==> src/design/bmp8_pkg.sv <==
// Shared types and constants for the 8-bit BMP stream decoder.
// Holds the screen geometry, the result kinds and the payload structs.
// No dependencies.
package bmp8_pkg;

  // Screen geometry.
  localparam int SCREEN_WIDTH  = 320;
  localparam int SCREEN_HEIGHT = 200;

  // Bits needed to hold an image width of 0..SCREEN_WIDTH.
  localparam int WidthBits = $clog2(SCREEN_WIDTH + 1);

  // Framebuffer address of the first pixel of the bottom row.
  localparam logic [15:0] BottomRowBase = 16'((SCREEN_HEIGHT - 1) * SCREEN_WIDTH);

  // Kinds of result.
  typedef enum logic [1:0] {
    KIND_PALETTE = 2'd0,
    KIND_PIXEL   = 2'd1,
    KIND_ERROR   = 2'd2
  } kind_e;

  // One input byte of the file.
  typedef struct packed {
    logic [7:0] data_byte;
    logic       start_of_file;
  } bmp_in_t;

  // One result.
  typedef struct packed {
    logic [1:0]  result_kind;
    logic [15:0] target_index;
    logic [5:0]  red_level;
    logic [5:0]  green_level;
    logic [5:0]  blue_level;
    logic [7:0]  pixel_value;
    logic        image_done;
  } bmp_out_t;

  // A result leaving the parser, with its valid flag.
  typedef struct packed {
    logic     valid;
    bmp_out_t data;
  } bmp_res_t;

endpackage

==> src/design/bmp8_parser.sv <==
// Byte parser of the BMP decoder: header checks, palette assembly and
// framebuffer address generation. Depends on bmp8_pkg.
// Produces at most one result per accepted byte, combinationally.
module bmp8_parser import bmp8_pkg::*; (
  input  logic     clk_i,
  input  logic     rst_ni,
  input  logic     accept_i,
  input  bmp_in_t  in_data_i,
  output bmp_res_t res_o
);

  // Parse phases.
  localparam logic [2:0] PhHeader  = 3'd0;
  localparam logic [2:0] PhPalette = 3'd1;
  localparam logic [2:0] PhPixels  = 3'd2;
  localparam logic [2:0] PhDone    = 3'd3;
  localparam logic [2:0] PhError   = 3'd4;

  // Header byte positions that are checked.
  localparam logic [5:0] OfsSigB      = 6'd0;
  localparam logic [5:0] OfsSigM      = 6'd1;
  localparam logic [5:0] OfsDataLo    = 6'd10;
  localparam logic [5:0] OfsDataHi    = 6'd11;
  localparam logic [5:0] OfsInfoSize  = 6'd14;
  localparam logic [5:0] OfsWidthLo   = 6'd18;
  localparam logic [5:0] OfsWidthHi   = 6'd19;
  localparam logic [5:0] OfsWidthB2   = 6'd20;
  localparam logic [5:0] OfsWidthB3   = 6'd21;
  localparam logic [5:0] OfsHeightLo  = 6'd22;
  localparam logic [5:0] OfsHeightB1  = 6'd23;
  localparam logic [5:0] OfsHeightB2  = 6'd24;
  localparam logic [5:0] OfsHeightB3  = 6'd25;
  localparam logic [5:0] OfsBppLo     = 6'd28;
  localparam logic [5:0] OfsBppHi     = 6'd29;
  localparam logic [5:0] OfsCompB0    = 6'd30;
  localparam logic [5:0] OfsCompB1    = 6'd31;
  localparam logic [5:0] OfsCompB2    = 6'd32;
  localparam logic [5:0] OfsCompB3    = 6'd33;
  localparam logic [5:0] OfsHeaderEnd = 6'd53;

  localparam logic [7:0] SigB     = 8'h42;
  localparam logic [7:0] SigM     = 8'h4D;
  localparam logic [7:0] DataLo   = 8'h36;
  localparam logic [7:0] DataHi   = 8'h04;
  localparam logic [7:0] InfoSize = 8'h28;
  localparam logic [7:0] Bpp      = 8'd8;
  localparam logic [7:0] HeightLo = 8'(SCREEN_HEIGHT);
  localparam logic [7:0] LastRow  = 8'(SCREEN_HEIGHT - 1);

  logic [2:0]           phase_q, phase_d, phase_c;
  logic [5:0]           offset_q, offset_d, offset_c;
  logic [7:0]           width_lo_q, width_lo_d, width_lo_c;
  logic [WidthBits-1:0] width_q, width_d, width_c;
  logic [7:0]           blue_q, blue_d, blue_c;
  logic [7:0]           green_q, green_d, green_c;
  logic [7:0]           slot_q, slot_d, slot_c;
  logic [WidthBits-1:0] column_q, column_d, column_c;
  logic [7:0]           row_q, row_d, row_c;
  logic [15:0]          base_q, base_d, base_c;

  logic [7:0]           b;
  logic                 header_ok;
  logic [15:0]          width_full;
  logic [WidthBits-1:0] column_inc;

  assign b          = in_data_i.data_byte;
  assign width_full = {b, width_lo_c};
  assign column_inc = column_c + WidthBits'(1);

  // A start mark restarts the parser before the byte is taken.
  always_comb begin
    if (in_data_i.start_of_file) begin
      phase_c    = PhHeader;
      offset_c   = '0;
      width_lo_c = '0;
      width_c    = '0;
      blue_c     = '0;
      green_c    = '0;
      slot_c     = '0;
      column_c   = '0;
      row_c      = '0;
      base_c     = BottomRowBase;
    end else begin
      phase_c    = phase_q;
      offset_c   = offset_q;
      width_lo_c = width_lo_q;
      width_c    = width_q;
      blue_c     = blue_q;
      green_c    = green_q;
      slot_c     = slot_q;
      column_c   = column_q;
      row_c      = row_q;
      base_c     = base_q;
    end
  end

  // Header byte check at the current position; also captures the width.
  always_comb begin
    header_ok  = 1'b1;
    width_lo_d = width_lo_c;
    width_d    = width_c;
    unique case (offset_c)
      OfsSigB:     header_ok = (b == SigB);
      OfsSigM:     header_ok = (b == SigM);
      OfsDataLo:   header_ok = (b == DataLo);
      OfsDataHi:   header_ok = (b == DataHi);
      OfsInfoSize: header_ok = (b == InfoSize);
      OfsWidthLo:  width_lo_d = b;
      OfsWidthHi: begin
        header_ok = (width_full != 16'd0) && (width_full <= 16'(SCREEN_WIDTH));
        width_d   = width_full[WidthBits-1:0];
      end
      OfsHeightLo: header_ok = (b == HeightLo);
      OfsBppLo:    header_ok = (b == Bpp);
      OfsWidthB2, OfsWidthB3, OfsHeightB1, OfsHeightB2, OfsHeightB3,
      OfsBppHi, OfsCompB0, OfsCompB1, OfsCompB2, OfsCompB3:
        header_ok = (b == 8'd0);
      default:     header_ok = 1'b1;
    endcase
  end

  // Phase handling and result generation.
  always_comb begin
    phase_d  = phase_c;
    offset_d = offset_c;
    blue_d   = blue_c;
    green_d  = green_c;
    slot_d   = slot_c;
    column_d = column_c;
    row_d    = row_c;
    base_d   = base_c;
    res_o    = '0;
    unique case (phase_c)
      PhHeader: begin
        if (!header_ok) begin
          phase_d                 = PhError;
          res_o.valid             = 1'b1;
          res_o.data.result_kind  = KIND_ERROR;
        end else if (offset_c == OfsHeaderEnd) begin
          phase_d  = PhPalette;
          offset_d = '0;
        end else begin
          offset_d = offset_c + 6'd1;
        end
      end
      PhPalette: begin
        offset_d = {4'd0, offset_c[1:0] + 2'd1};
        unique case (offset_c[1:0])
          2'd0: blue_d  = b;
          2'd1: green_d = b;
          2'd2: begin
            res_o.valid             = 1'b1;
            res_o.data.result_kind  = KIND_PALETTE;
            res_o.data.target_index = {8'd0, slot_c};
            res_o.data.red_level    = b[7:2];
            res_o.data.green_level  = green_c[7:2];
            res_o.data.blue_level   = blue_c[7:2];
          end
          default: begin
            slot_d = slot_c + 8'd1;
            if (slot_c == 8'hFF) begin
              phase_d = PhPixels;
            end
          end
        endcase
      end
      PhPixels: begin
        res_o.valid             = 1'b1;
        res_o.data.result_kind  = KIND_PIXEL;
        res_o.data.target_index = base_c + 16'(column_c);
        res_o.data.pixel_value  = b;
        if (column_inc >= width_c) begin
          column_d = '0;
          row_d    = row_c + 8'd1;
          base_d   = base_c - 16'(SCREEN_WIDTH);
          if (row_c == LastRow) begin
            res_o.data.image_done = 1'b1;
            phase_d               = PhDone;
          end
        end else begin
          column_d = column_inc;
        end
      end
      default: begin
        // Image complete or header error: bytes are ignored until a restart.
      end
    endcase
  end

  // Parser state advances on every accepted byte.
  always_ff @(posedge clk_i or negedge rst_ni) begin
    if (!rst_ni) begin
      phase_q    <= PhHeader;
      offset_q   <= '0;
      width_lo_q <= '0;
      width_q    <= '0;
      blue_q     <= '0;
      green_q    <= '0;
      slot_q     <= '0;
      column_q   <= '0;
      row_q      <= '0;
      base_q     <= BottomRowBase;
    end else if (accept_i) begin
      phase_q    <= phase_d;
      offset_q   <= offset_d;
      width_lo_q <= width_lo_d;
      width_q    <= width_d;
      blue_q     <= blue_d;
      green_q    <= green_d;
      slot_q     <= slot_d;
      column_q   <= column_d;
      row_q      <= row_d;
      base_q     <= base_d;
    end
  end

endmodule

==> src/design/bmp8_out_reg.sv <==
// Result register with a one-entry skid stage for the BMP decoder.
// Lets the input side keep going while a result waits. Depends on bmp8_pkg.
module bmp8_out_reg import bmp8_pkg::*; (
  input  logic     clk_i,
  input  logic     rst_ni,
  input  bmp_res_t res_i,
  output logic     full_o,
  output logic     out_valid_o,
  input  logic     out_stall_i,
  output bmp_out_t out_data_o
);

  logic     out_valid_q, out_valid_d;
  bmp_out_t out_data_q, out_data_d;
  logic     skid_valid_q, skid_valid_d;
  bmp_out_t skid_data_q, skid_data_d;

  // Hold the output while stalled; park a new result in the skid stage.
  always_comb begin
    out_valid_d  = out_valid_q;
    out_data_d   = out_data_q;
    skid_valid_d = skid_valid_q;
    skid_data_d  = skid_data_q;
    if (out_valid_q && out_stall_i) begin
      if (res_i.valid) begin
        skid_valid_d = 1'b1;
        skid_data_d  = res_i.data;
      end
    end else if (skid_valid_q) begin
      out_valid_d  = 1'b1;
      out_data_d   = skid_data_q;
      skid_valid_d = 1'b0;
    end else begin
      out_valid_d = res_i.valid;
      out_data_d  = res_i.data;
    end
  end

  always_ff @(posedge clk_i or negedge rst_ni) begin
    if (!rst_ni) begin
      out_valid_q  <= 1'b0;
      skid_valid_q <= 1'b0;
    end else begin
      out_valid_q  <= out_valid_d;
      skid_valid_q <= skid_valid_d;
    end
  end

  always_ff @(posedge clk_i) begin
    out_data_q  <= out_data_d;
    skid_data_q <= skid_data_d;
  end

  assign full_o      = skid_valid_q;
  assign out_valid_o = out_valid_q;
  assign out_data_o  = out_data_q;

endmodule

==> src/design/bmp8_stream_to_framebuffer.sv <==
// Top level of the 8-bit uncompressed BMP stream decoder.
// Depends on bmp8_pkg, bmp8_parser and bmp8_out_reg.
//
// Usage:
//   The input channel takes one file byte per transaction, with a start
//   mark on byte 0 of each file that restarts the parser. The output
//   channel carries one result per palette entry, one per pixel byte and
//   one on the first header byte that fails its check.
//   A result is registered at the edge that accepts its byte, so the
//   receiver can take it in the next cycle at the earliest. The block
//   takes one byte per cycle while in_stall_o is low; the parser state is a
//   set of counters updated on each accepted byte, so any byte may follow.
//   After reset the parser waits for byte 0 of a file and the output is
//   empty. When the receiver stalls, the waiting result is held and one more
//   result is parked in a skid register; in_stall_o rises only once that
//   register is occupied and falls at the edge where the receiver takes a
//   result. Row padding in the file is not skipped.
module bmp8_stream_to_framebuffer import bmp8_pkg::*; (
  input  logic     clk_i,
  input  logic     rst_ni,
  input  logic     in_valid_i,
  output logic     in_stall_o,
  input  bmp_in_t  in_data_i,
  output logic     out_valid_o,
  input  logic     out_stall_i,
  output bmp_out_t out_data_o
);

  logic     accept;
  logic     full;
  bmp_res_t res;

  // A byte is taken whenever the skid register is free.
  assign in_stall_o = full;
  assign accept     = in_valid_i && !full;

  bmp8_parser u_parser (
    .clk_i     (clk_i),
    .rst_ni    (rst_ni),
    .accept_i  (accept),
    .in_data_i (in_data_i),
    .res_o     (res)
  );

  // Only results of accepted bytes enter the output stage.
  bmp_res_t res_gated;
  always_comb begin
    res_gated       = res;
    res_gated.valid = res.valid && accept;
  end

  bmp8_out_reg u_out_reg (
    .clk_i       (clk_i),
    .rst_ni      (rst_ni),
    .res_i       (res_gated),
    .full_o      (full),
    .out_valid_o (out_valid_o),
    .out_stall_i (out_stall_i),
    .out_data_o  (out_data_o)
  );

endmodule

==> config.mk <==
export PLATFORM = sky130hd
export DESIGN_NAME = bmp8_stream_to_framebuffer
export DESIGN_NICKNAME = d
export VERILOG_FILES = /design/src/design/bmp8_pkg.sv /design/src/design/bmp8_parser.sv /design/src/design/bmp8_out_reg.sv /design/src/design/bmp8_stream_to_framebuffer.sv
export SDC_FILE = /design/constraint.sdc
export NUM_CORES = 1
export LEC_CHECK = 0
export BUFFER_PORTS_ARGS = -buffer_cell sky130_fd_sc_hd__buf_2
export CORE_ASPECT_RATIO = 1.75
export CORE_MARGIN = 4
export CORE_UTILIZATION = 35
export CTS_BUF_LIST = sky130_fd_sc_hd__clkbuf_2
export DETAILED_ROUTE_END_ITERATION = 12
export GPL_TIMING_DRIVEN = 0
export PLACE_DENSITY = 0.6
export SYNTH_ARGS = -nofsm -noshare
export SYNTH_HDL_FRONTEND = slang
export SYNTH_SLANG_ARGS = --single-unit
==> constraint.sdc <==
create_clock -name clk_i -period 6.85 [get_ports clk_i]
set_input_delay 0.3425 -clock clk_i [delete_from_list [all_inputs] [get_ports clk_i]]
set_output_delay 0.3425 -clock clk_i [all_outputs]
set_load 0.05 [all_outputs]
==> flow_summary.toml <==
[layout]
regArea_um2 = 4740
fin_nets = 968
multiInputGateArea_um2 = 3910
layout-drive-gt1-share = 0.167
n_fill_cell = 2470
syn_to_final_growth_pct = 13.2

[timing]
fin_crit_sh = 0.796
drv_slew = 0
slew_headroom = 0.217
worst_pin_slew_ns = 1.17
setup_ws_ns = 1.39
setup_viol_count_final = 0
skew_ns = 0.0544
finalHoldViolations = 0
layout_min_cycle_time_ns = 5.46
rsz0062_at_grt = "false"
max_freq_mhz = 183

[power_and_ir_drop]
power.density_nw_per_um2 = 219
swShare = 0.337
comb_power_share = 0.210
internal-power_mw = 1.46
p_switching_mw = 0.742
pwr-share-clk = 0.262
total_power_mw = 2.21
ir_drop_uv = 87.0
p_seq_frac = 0.528
leakagePower_nw = 4.25

[floorplanning]
die_h_um = 219
num_io_pins = 60
die_area_um2 = 28200
row_count = 77
start_util = 0.354
core_um2 = 25100
die_w_um = 129

[clocking]
post_cts_buffers = 0
cts.sinks = 171
clk-insertion-delay-late_ns = 0.81
htree_num_levels = 4
cts_tree = "yes"
path_clk_slew_ns = 0.27
clock_path_buffers = 2
cts_root_buf = "clkbuf_2"
cts_resized = 0
cts_buffers = 17

[global_route]
grt_max_degree = 45
track_usage = 0.177
grt_pass1_wl_um = 37900
overflow = 0
grt_pass1_vias = 6824
antenna_found_initial = 1

[routing]
drt-total-wl_um = 24400
dr.pass1.iters = 5
first_iter_violations = 467
vias_per_cell = 5.42
final_antenna_net_count = 0
drc = 0
wl_per_cell_um = 19.3
num_vias = 6840

[min_path]
hold_class = "in -> async"

[yosys]
ys.flop_type = "edfxtp_1"
avgSynthCellArea_um2 = 10.6
syn_nets = 875
ys_ff_latch = 171
synth.distinct_cells = 74
yosys_warnings = 0
syn_area_um2 = 8910
seq_area_frac_synth = 0.532
async_reset_ff_frac = 0.474
synth_edf_count = 90
syn_inst = 839

[run_status]
status = "completed"

[worst_setup_path]
path_class = "in -> reg"
arrival_ns = 6.21
required_ns = 7.60
end_kind = "register"
path_max_fanout = 10
start_kind = "input port"

[placement]
place_ws_ns = 0.594
hpwl_um = 18400
port_buffers = 59
gp_congestion = 0.937

[flow_run]
drv_cap = 0
==> routing by layer <==
layer | share of wire | global-route usage | routed length [um]
met1 | 0.37 | 0.186 | 9020
met2 | 0.54 | 0.331 | 13300
met3 | 0.041 | 0.0307 | 993
met4 | 0.046 | 0.0872 | 1110
met5 | 0 | 0 | 0
==> final cells by class <==
type	count	share of cell area
antenna	1	0.000248
clock buffer	18	0.00893
inverter	26	0.00968
clock inverter	14	0.0167
buffer	44	0.0177
multi-input combinational	598	0.388
timing repair buffer	74	0.0499
tap	316	0.0392
sequential	171	0.470
==> power groups by stage <==
stage	combinational, mW	sequential [mW]	clock [mW]
after global routing	0.491	1.17	0.630
after CTS	0.464	1.17	0.597
after detailed placement	0.457	1.19	0
final	0.463	1.17	0.578
after global placement	0.443	1.19	0
after floorplan	0.162	1.34	0
==> kinds of logic (layout without fill, tap and decap cells) <==
group,after synthesis,count (layout),share of synthesized area
buffers and inverters,70,176,0.0310
AND/OR/NAND/NOR,328,328,0.193
adder cells (fa/ha/maj),23,23,0.0331
other,0,1,0
XOR/XNOR,39,39,0.0383
flip-flops,171,171,0.532
multiplexers,32,32,0.0402
AO/OA/AOI/OAI,176,176,0.132
==> worst max-delay path, cell delays in order <==
cell and delay (ns):
buf_2 0.15, buf_2 0.30, clkbuf_1 0.52, clkbuf_1 0.55, buf_2 0.36, buf_1 0.61
nor2_1 0.25, ha_1 0.28, nand3_1 0.14, inv_1 0.07, nand3_1 0.14, nand2_1 0.09
o21ai_0 0.10, ha_1 0.29, a211oi_1 0.23, o211ai_1 0.20, a21o_1 0.32, nor3_1 0.97
a221o_1 0.29
==> registers in the layout (all words and copies together) (netlist names), 3 cells and up <==
name and count:
u_out_reg.out_data_o 45, u_out_reg.skid_data_q 45, u_parser.base_q 16, u_parser.column_q 9
u_parser.width_q 9, u_parser.row_q 8, u_parser.slot_q 8, u_parser.width_lo_q 8
u_parser.blue_q 6, u_parser.green_q 6, u_parser.offset_q 6, u_parser.phase_q 3
==> timing repair <==
action	CTS	global route
endpoints found under the hold margin	96	0
hold buffers	11	0
setup endpoints to repair	0	0
==> cell usage in the layout, fill, tap and decap left out, types with 4 or more instances in the layout <==
cell / n
buf_1: 4
xnor2_1: 19
o21ai_0: 61
nor2b_1: 24
o21ai_1: 4
edfxtp_1: 90
nand2b_1: 19
nand4_1: 8
buf_2: 69
a221o_1: 4
ha_1: 22
a21o_1: 5
xor2_1: 20
clkbuf_1: 29
nor4_1: 14
or3_1: 4
mux2_2: 29
o21a_1: 8
dfrtp_1: 74
nor3_1: 21
clkinv_4: 4
nand3_1: 36
dfstp_2: 7
o31ai_1: 8
a22oi_1: 9
inv_1: 24
a22o_1: 17
and2_1: 23
nor2_1: 57
a21oi_1: 28
and3_1: 10
nand2_1: 86
clkbuf_2: 18
dlygate4sd3_1: 10
==> path summary, 6_finish.rpt <==
kind	startpoint	end	slack [ns]	cells past startpoint
worst max-delay path	in_data_i[0]	u_parser.column_q[0]$_DFFE_PN0P_	1.39	19
worst min-delay path	rst_ni	u_parser.base_q[6]$_DFFE_PN1P_	0.11	2
worst max register to register	u_parser.column_q[0]$_DFFE_PN0P_	u_parser.column_q[0]$_DFFE_PN0P_	2.85	14
worst min register to register	u_parser.base_q[5]$_DFFE_PN0P_	u_parser.base_q[5]$_DFFE_PN0P_	0.51	1
max in group asynchronous	rst_ni	u_out_reg.out_valid_o$_DFFE_PN0N_	6.44	3
min in group clk_i	in_valid_i	u_parser.slot_q[4]$_DFFE_PN0P_	0.23	6
==> cells in the mapped netlist, drive strengths merged (3+ instances only) <==
master | number | share of area
clkbuf | 29 | 0.012
nand4b | 3 | 0.0029
inv | 25 | 0.011
xnor2 | 19 | 0.019
nand3 | 36 | 0.020
nor4 | 18 | 0.017
o211ai | 3 | 0.0031
and3 | 10 | 0.0070
nor2 | 58 | 0.025
ha | 22 | 0.031
a22o | 17 | 0.017
a31oi | 3 | 0.0021
or3 | 5 | 0.0041
nor3 | 21 | 0.012
a22oi | 9 | 0.0076
dfstp | 7 | 0.021
buf | 15 | 0.0079
or4b | 4 | 0.0049
o21a | 8 | 0.0067
o31ai | 8 | 0.0067
nand2 | 87 | 0.037
nor2b | 24 | 0.017
o21ai | 65 | 0.037
dfrtp | 74 | 0.21
a221o | 4 | 0.0045
xor2 | 20 | 0.020
mux2 | 30 | 0.038
a21oi | 28 | 0.016
nand4 | 8 | 0.0056
a21o | 5 | 0.0042
nand2b | 19 | 0.013
edfxtp | 90 | 0.30
and2 | 23 | 0.016
==> metrics by stage <==
step | hold slack [ns] | TNS [ns] | util | cells | area [um2]
6_report | 0.115 | 0 | 0.401 | 1262 | 10100
5_1_grt | 0.0807 | 0 | 0.401 | 1262 | 10100
4_1_cts | 0.00984 | 0 | 0.401 | 1261 | 10100
3_5_place_dp | 0.369 | 0 | 0.386 | 1218 | 9700
3_3_place_gp | 0.463 | -65.69 | 0.382 | 1214 | 9600
2_1_floorplan | 0.0469 | 0 | - | 839 | 8910
Note: power is estimated with default switching activity, not from simulation.
